### src/rtl/core/kpd_pkg.sv
// ----------------------------------------------------------------------------
// kpd_pkg
// Shared types, constants and helpers for the matrix keypad scanner.
// ----------------------------------------------------------------------------
package kpd_pkg;

    // Matrix geometry
    localparam int NUM_ROWS = 4;
    localparam int NUM_COLS = 3;
    localparam int ROW_W    = (NUM_ROWS > 1) ? $clog2(NUM_ROWS) : 1;

    // Field widths
    localparam int COLS_W  = 3;
    localparam int CNT_W   = 16;
    localparam int CODE_W  = 4;
    localparam int DRIVE_W = 4;
    localparam int CIDX_W  = 2;

    // Only the sampled column bits that exist in the matrix count
    localparam logic [COLS_W-1:0] COL_MASK =
        (NUM_COLS >= COLS_W) ? {COLS_W{1'b1}} : COLS_W'((1 << NUM_COLS) - 1);

    // Configuration register indexes
    localparam logic CFG_BOUNCE = 1'b0;
    localparam logic CFG_HOLD   = 1'b1;

    // Reset values of the configuration registers
    localparam logic [CNT_W-1:0] BOUNCE_RST = CNT_W'(20);
    localparam logic [CNT_W-1:0] HOLD_RST   = CNT_W'(200);

    typedef enum logic [1:0] {
        PH_IDLE   = 2'd0,
        PH_BOUNCE = 2'd1,
        PH_HOLD   = 2'd2
    } t_phase;

    // One result of a scan tick
    typedef struct packed {
        logic               key_valid;
        logic [CODE_W-1:0]  key_num;
        logic [DRIVE_W-1:0] row_drive;
    } t_kpd_result;

    // One-hot drive of a row; rows beyond the drive width read as zero
    function automatic logic [DRIVE_W-1:0] row_onehot(input logic [ROW_W-1:0] row);
        logic [DRIVE_W-1:0] drv;
        drv = '0;
        for (int r = 0; r < DRIVE_W; r++) begin
            if (32'(row) == r) begin
                drv[r] = 1'b1;
            end
        end
        return drv;
    endfunction

endpackage

### src/rtl/core/matrix_keypad_scanner_core.sv
// ----------------------------------------------------------------------------
// matrix_keypad_scanner_core
// Stream wrapper of the keypad scanner: input register, tracker, result
// register and configuration registers.
// ----------------------------------------------------------------------------
// Each request on the slave stream is one scan tick carrying the sampled
// column lines; every tick yields exactly one result with the released-key
// flag, the key number and the row drive to apply next. The block takes one
// tick per clock unless the master side stalls: the whole tick update is a
// single pass of logic between the input register and the result register,
// so a tick is presented on the master side once it has passed both; a new
// tick is accepted into an empty input register while a result waits. The
// user must write the bounce and hold window lengths through the configuration
// channel only while no tick is in flight; the block does not enforce this.
module matrix_keypad_scanner_core (
    input  logic        i_clk,
    input  logic        i_rst_n,
    // slave stream
    input  logic        s_axis_tvalid,
    output logic        s_axis_tready,
    input  logic [7:0]  s_axis_tdata,   // [2:0] column_lines, [7:3] zero
    // master stream
    output logic        m_axis_tvalid,
    input  logic        m_axis_tready,
    output logic [7:0]  m_axis_tdata,   // [3:0] key_num, [7:4] row_drive
    output logic        m_axis_tuser,   // [0] key_valid
    // configuration write channel
    input  logic        i_cfg_valid,
    output logic        o_cfg_ready,
    input  logic        i_cfg_index,
    input  logic [15:0] i_cfg_data
);
    import kpd_pkg::*;

    logic                r_in_valid;
    logic [COLS_W-1:0]   r_in_cols;
    logic                r_out_valid;
    t_kpd_result         r_out;
    logic [CNT_W-1:0]    r_bounce_ticks;
    logic [CNT_W-1:0]    r_hold_ticks;
    logic                w_out_free;
    logic                w_step;
    t_kpd_result         w_result;

    assign w_out_free    = !r_out_valid || m_axis_tready;
    assign w_step        = r_in_valid && w_out_free;
    assign s_axis_tready = !r_in_valid || w_out_free;
    assign o_cfg_ready   = 1'b1;

    // Configuration registers
    always_ff @(posedge i_clk) begin
        if (!i_rst_n) begin
            r_bounce_ticks <= BOUNCE_RST;
            r_hold_ticks   <= HOLD_RST;
        end else if (i_cfg_valid && o_cfg_ready) begin
            case (i_cfg_index)
                CFG_BOUNCE: r_bounce_ticks <= i_cfg_data;
                CFG_HOLD:   r_hold_ticks   <= i_cfg_data;
                default:    r_hold_ticks   <= r_hold_ticks;
            endcase
        end
    end

    // Input register
    always_ff @(posedge i_clk) begin
        if (!i_rst_n) begin
            r_in_valid <= 1'b0;
        end else if (s_axis_tready) begin
            r_in_valid <= s_axis_tvalid;
        end
    end

    always_ff @(posedge i_clk) begin
        if (s_axis_tvalid && s_axis_tready) begin
            r_in_cols <= s_axis_tdata[COLS_W-1:0];
        end
    end

    kpd_engine u_engine (
        .i_clk          (i_clk),
        .i_rst_n        (i_rst_n),
        .i_en           (w_step),
        .i_cols         (r_in_cols),
        .i_bounce_ticks (r_bounce_ticks),
        .i_hold_ticks   (r_hold_ticks),
        .o_result       (w_result)
    );

    // Result register; hold while the master side stalls
    always_ff @(posedge i_clk) begin
        if (!i_rst_n) begin
            r_out_valid <= 1'b0;
        end else if (w_out_free) begin
            r_out_valid <= r_in_valid;
        end
    end

    always_ff @(posedge i_clk) begin
        if (w_step) begin
            r_out <= w_result;
        end
    end

    assign m_axis_tvalid = r_out_valid;
    assign m_axis_tdata  = {r_out.row_drive, r_out.key_num};
    assign m_axis_tuser  = r_out.key_valid;

endmodule

### src/rtl/core/kpd_engine.sv
// ----------------------------------------------------------------------------
// kpd_engine
// Press tracking state and the per-tick update: detect, debounce, hold
// checks, release report and row stepping.
// ----------------------------------------------------------------------------
module kpd_engine (
    input  logic                      i_clk,
    input  logic                      i_rst_n,
    input  logic                      i_en,
    input  logic [kpd_pkg::COLS_W-1:0] i_cols,
    input  logic [kpd_pkg::CNT_W-1:0]  i_bounce_ticks,
    input  logic [kpd_pkg::CNT_W-1:0]  i_hold_ticks,
    output kpd_pkg::t_kpd_result       o_result
);
    import kpd_pkg::*;

    t_phase              r_phase, n_phase;
    logic [CNT_W-1:0]    r_cnt,   n_cnt;
    logic [ROW_W-1:0]    r_row,   n_row;
    logic [CODE_W-1:0]   r_key,   n_key;
    logic                w_report;
    logic [COLS_W-1:0]   w_cols;
    logic [CIDX_W-1:0]   w_col_idx;
    logic [7:0]          w_code_full;

    assign w_cols = i_cols & COL_MASK;

    // Pick the lowest pressed column
    always_comb begin
        w_col_idx = CIDX_W'(COLS_W);
        for (int c = COLS_W - 1; c >= 0; c--) begin
            if (w_cols[c]) begin
                w_col_idx = CIDX_W'(c);
            end
        end
    end

    assign w_code_full = 8'(r_row) * 8'(NUM_COLS) + 8'(w_col_idx);

    // Next state of the press tracker
    always_comb begin
        n_phase  = r_phase;
        n_cnt    = r_cnt;
        n_key    = r_key;
        w_report = 1'b0;

        case (r_phase)
            PH_BOUNCE, PH_HOLD: n_phase = r_phase;
            default:            n_phase = PH_IDLE;
        endcase

        // Latch a new press
        if (n_phase == PH_IDLE && w_cols != '0) begin
            n_key   = w_code_full[CODE_W-1:0];
            n_phase = PH_BOUNCE;
            n_cnt   = i_bounce_ticks;
        end

        // Count down the bounce window
        if (n_phase == PH_BOUNCE) begin
            if (n_cnt != '0) begin
                n_cnt = n_cnt - CNT_W'(1);
            end else begin
                n_phase = PH_HOLD;
                n_cnt   = i_hold_ticks;
            end
        end

        // Check for release at the end of each hold window
        if (n_phase == PH_HOLD) begin
            if (n_cnt != '0) begin
                n_cnt = n_cnt - CNT_W'(1);
            end else if (w_cols == '0) begin
                n_phase  = PH_IDLE;
                w_report = 1'b1;
            end else begin
                n_cnt = i_hold_ticks;
            end
        end

        // Step the row drive unless a key is reported
        n_row = r_row;
        if (!w_report) begin
            if (32'(r_row) == NUM_ROWS - 1) begin
                n_row = '0;
            end else begin
                n_row = r_row + ROW_W'(1);
            end
        end
    end

    // Result of this tick; a key latched in this same tick is not reported in it
    always_comb begin
        o_result.key_valid = w_report;
        o_result.key_num   = w_report ? n_key : '0;
        o_result.row_drive = row_onehot(n_row);
    end

    always_ff @(posedge i_clk) begin
        if (!i_rst_n) begin
            r_phase <= PH_IDLE;
            r_cnt   <= '0;
            r_row   <= '0;
            r_key   <= '0;
        end else if (i_en) begin
            r_phase <= n_phase;
            r_cnt   <= n_cnt;
            r_row   <= n_row;
            r_key   <= n_key;
        end
    end

    // A reported key always leaves the tracker idle
    a_report_idle: assert property (@(posedge i_clk) disable iff (!i_rst_n)
        (i_en && w_report) |=> (r_phase == PH_IDLE))
        else $error("tracker not idle after report");

    // The row stays put on a report tick
    a_report_row: assert property (@(posedge i_clk) disable iff (!i_rst_n)
        (i_en && w_report) |=> (r_row == $past(r_row)))
        else $error("row moved on report");

    // The row steps by one on a tick without a report
    a_row_step: assert property (@(posedge i_clk) disable iff (!i_rst_n)
        (i_en && !w_report && (32'(r_row) != NUM_ROWS - 1))
            |=> (r_row == ROW_W'($past(r_row) + ROW_W'(1))))
        else $error("row did not advance");

    // Without a tick the tracker holds
    a_hold_idle: assert property (@(posedge i_clk) disable iff (!i_rst_n)
        !i_en |=> ($stable(r_row) && $stable(r_phase) && $stable(r_cnt)))
        else $error("state changed without a tick");

endmodule

### config.mk
export PLATFORM = sky130hd
export DESIGN_NAME = matrix_keypad_scanner_core
export DESIGN_NICKNAME = d
export VERILOG_FILES = /design/src/rtl/core/kpd_pkg.sv /design/src/rtl/core/matrix_keypad_scanner_core.sv /design/src/rtl/core/kpd_engine.sv
export SDC_FILE = /design/constraint.sdc
export NUM_CORES = 1
export LEC_CHECK = 0
export BUFFER_PORTS_ARGS = -buffer_cell sky130_fd_sc_hd__buf_2
export CAP_MARGIN = 20
export CELL_PAD_IN_SITES_DETAIL_PLACEMENT = 1
export CELL_PAD_IN_SITES_GLOBAL_PLACEMENT = 1
export CORE_MARGIN = 3
export CORE_UTILIZATION = 42
export DETAILED_ROUTE_END_ITERATION = 8
export GPL_ROUTABILITY_DRIVEN = 1
export MAX_ROUTING_LAYER = met4
export PLACE_DENSITY_LB_ADDON = 0.15
export SLEW_MARGIN = 20
export SYNTH_ARGS = -nofsm -noshare
export SYNTH_HDL_FRONTEND = slang
export SYNTH_SLANG_ARGS = --single-unit
### constraint.sdc
create_clock -name i_clk -period 5.8 [get_ports i_clk]
set_clock_uncertainty 0.1 [all_clocks]
set_input_delay 1.16 -clock i_clk [delete_from_list [all_inputs] [get_ports i_clk]]
set_output_delay 1.16 -clock i_clk [all_outputs]
set_load 0.05 [all_outputs]
==> impl_metrics.env <==
export IMPL_crit_top_cell="ha_1"
export IMPL_p_seq_share_pct=42.8
export IMPL_fmax_mhz=185
export IMPL_critPathLaunchType="register"
export IMPL_p_comb_share_pct=30.1
export IMPL_drc_errors=0
export IMPL_dieArea_sq_mm=0.0124
export IMPL_rsz0062_at_grt="no"
export IMPL_power_mw=1.31
export IMPL_die_w_microns=111
export IMPL_cts_root_buf="clkbuf_8"
export IMPL_drv_cap=0
export IMPL_clock_latency_ps=380
export IMPL_crit_arrival_ps=5400
export IMPL_ys_ff_latch=70
export IMPL_setup_viol=0
export IMPL_synth_top_area_share_pct=25.0
export IMPL_cp_max_fo=7
export IMPL_synth_area_leaders="dfxtp_1 (25%), nand2_1 (7.8%), edfxtp_1 (7.7%)"
export IMPL_cts_tree="done"
export IMPL_grt_usage_pct=27.3
export IMPL_initial_core_util_pct=44.1
export IMPL_cts_sinks=70
export IMPL_drtIter0Drc=423
export IMPL_drive_above_1_share_pct=14.8
export IMPL_fin_util_pct=48.6
export IMPL_slew_viol_final=0
export IMPL_hold_violations=0
export IMPL_syn_avg_cell_area_sq_um=7.95
export IMPL_core_sq_mm=0.0106
export IMPL_cts_resized=0
export IMPL_areaGrowthSynthToFinish_pct=10.2
export IMPL_cp_data_required_time_ps=5800
export IMPL_path_clk_slew_ps=80
export IMPL_p_leak_nw=1.89
export IMPL_nNetsFinal=652
export IMPL_gp_congestion=0.998
export IMPL_ys_warnings_count=0
export IMPL_slowest_delay_ps=730
export IMPL_synth_most_common_cell="nand2_1"
export IMPL_relSlewSlack_pct=33.6
export IMPL_synth_top_area_cell="dfxtp_1"
export IMPL_switching_share_pct=37.6
export IMPL_critPathCaptureType="register"
export IMPL_synth_edf_count=12
export IMPL_cp_slowest_cell="nor3b_1"
export IMPL_critical_path_class="register to register"
export IMPL_firstDrtPassIters=5
export IMPL_synthCells=585
export IMPL_cts_buffers=9
export IMPL_worstMarginPinSlew_ps=986
export IMPL_overflow=0
export IMPL_wl_per_cell_microns=21.7
export IMPL_fin_crit_sh_pct=93.1
export IMPL_pre_cts_ws_ps=477
export IMPL_ir_drop_mv=0.204
export IMPL_die_y_microns=111
export IMPL_hp_class="register to register"
export IMPL_yosys_cell_types_count=78
export IMPL_routed_wl_mm=16.3
export IMPL_dpl_cell_count=735
export IMPL_finalWorstSetupSlack_ps=401
export IMPL_worstPathCellList="inv_1, ha_1, o31a_2, mux2i_1, ha_1, nor3b_1, nand3_1, and2_1, o32a_1, a2bb2oi_1, nor4_4, nand4b_4, or3_1, o21ai_1, o32ai_1"
export IMPL_ctsLongestPathBuffers=2
export IMPL_ys_seq_area_share_pct=32.7
export IMPL_portBuffers=35
export IMPL_grt_pass1_vias=4689
export IMPL_cts_hold_buffers=0
export IMPL_cts_setup_buffers=0
export IMPL_grt_max_degree=34
export IMPL_cp_num_buf_inv=1
export IMPL_viasPerCell=6.37
export IMPL_stdcell_count=751
export IMPL_num_vias=4781
export IMPL_fin_crit_ps=5400
export IMPL_clkPwrFrac_pct=27.2
export IMPL_status="complete, no violations"
export IMPL_synth_area_sq_mm=0.00465
export IMPL_p_per_area_mw_per_mm2=255
export IMPL_insertedDiodeCount=0
export IMPL_htree_num_levels=3
export IMPL_ys_flop_type="dfxtp_1"
export IMPL_crit_family="simple AND/OR/NAND/NOR gates"
export IMPL_setup_tns_ps=0
export IMPL_antenna_found_initial=0
export IMPL_row_count=37
export IMPL_drtAntennaViolNets=0
export IMPL_internal_power_uw=817
export IMPL_switching_power_uw=492
export IMPL_synth_nets=626
export IMPL_ios=42
export IMPL_dp_hpwl_mm=12.3
export IMPL_ys_async_sr_fraction_pct=0
export IMPL_netlist_top_cells_count="nand2_1 (97), dfxtp_1 (58), a21oi_1 (44)"
export IMPL_grt_pass1_wl_mm=25.9
## sequential cells by signal (all words and copies together), names as in the netlist, 2 cells and up
name,cells
r_bounce_ticks,16
r_hold_ticks,16
u_engine.r_cnt,16
m_axis_tdata,8
u_engine.r_key,4
r_in_cols,3
u_engine.r_phase,2
u_engine.r_row,2
## worst paths after layout
path	startpoint	endpoint	slack (ps)	cells past startpoint
min reg2reg	r_hold_ticks[11]	r_hold_ticks[11]	360	2
max	u_engine.r_phase[0]	m_axis_tdata[4]	400	15
max reg2reg	u_engine.r_phase[0]	m_axis_tdata[4]	400	15
min	r_hold_ticks[11]	r_hold_ticks[11]	360	2
## cell families (layout without fill, tap and decap cells)
family                   Yosys count  in the layout  synth area share, %
AND/OR/NAND/NOR                  251            251                 28.4
AO/OA/AOI/OAI                    172            172                 25.0
flip-flops                        70             70                 32.7
buffers and inverters             57             87                 5.59
multiplexers                      21             21                 4.57
adder cells (fa/ha/maj)           11             11                 3.28
XOR/XNOR                           2              2                0.377
other                              1              1               0.0806
## layout make-up
| class | count | area, sq um |
|---|---|---|
| fill | 1329 | 5430 |
| timing repair buffer | 50 | 308 |
| inverter | 22 | 95.1 |
| sequential | 70 | 1520 |
| clock buffer | 10 | 128 |
| multi-input combinational | 458 | 2870 |
| clock inverter | 5 | 33.8 |
| tap | 136 | 170 |
## worst reg2reg max path, stage by stage (launching register included)
cell	delay, ps
dfxtp_1	370
inv_1	60
ha_1	390
o31a_2	290
mux2i_1	440
ha_1	350
nor3b_1	730
nand3_1	320
and2_1	260
o32a_1	360
a2bb2oi_1	170
nor4_4	320
nand4b_4	140
or3_1	510
o21ai_1	190
o32ai_1	130
## metrics by stage
stage | hold slack (ps) | cell area [sq um]
finish | 364 | 5130
CTS | 369 | 5100
global placement | 345 | 4940
floorplan | 336 | 4650
detailed placement | 358 | 4940
global route | 410 | 5130
## per-layer routing
metal  wire [microns]  GRT usage, %  share of wire (%)  vias up
met1             7270          35.7                 45     2321
li1                 -             -                  -     2228
met4              544          10.1                3.3        0
met2             7490          41.7                 46      187
met3              993          5.51                6.1       45
met5                0             -                  0        -
## cells in the final DEF (no fill, tap or decap), types with 8 or more instances in the layout
master	netlist	routed
a211oi_1	11	11
a21oi_1	44	44
a22oi_1	9	9
a31oi_1	11	11
and2_1	11	11
buf_2	9	35
buf_4	2	14
clkbuf_8	0	9
dfxtp_1	58	58
edfxtp_1	12	12
ha_1	9	9
inv_1	21	20
mux2i_1	19	19
nand2_1	97	97
nand3_1	29	29
nor2_1	39	39
nor3_1	10	10
o21ai_0	25	25
o31ai_1	8	8
## power groups by stage
| stage | clock, mW | combinational, mW | sequential, mW |
|---|---|---|---|
| final | 0.355 | 0.393 | 0.559 |
| after global routing | 0.386 | 0.431 | 0.563 |
| after CTS | 0.365 | 0.386 | 0.558 |
| after detailed placement | 0 | 0.384 | 0.569 |
| after global placement | 0 | 0.373 | 0.567 |
| after floorplan | 0 | 0.275 | 0.562 |
Power figures use the tool's default switching activity.
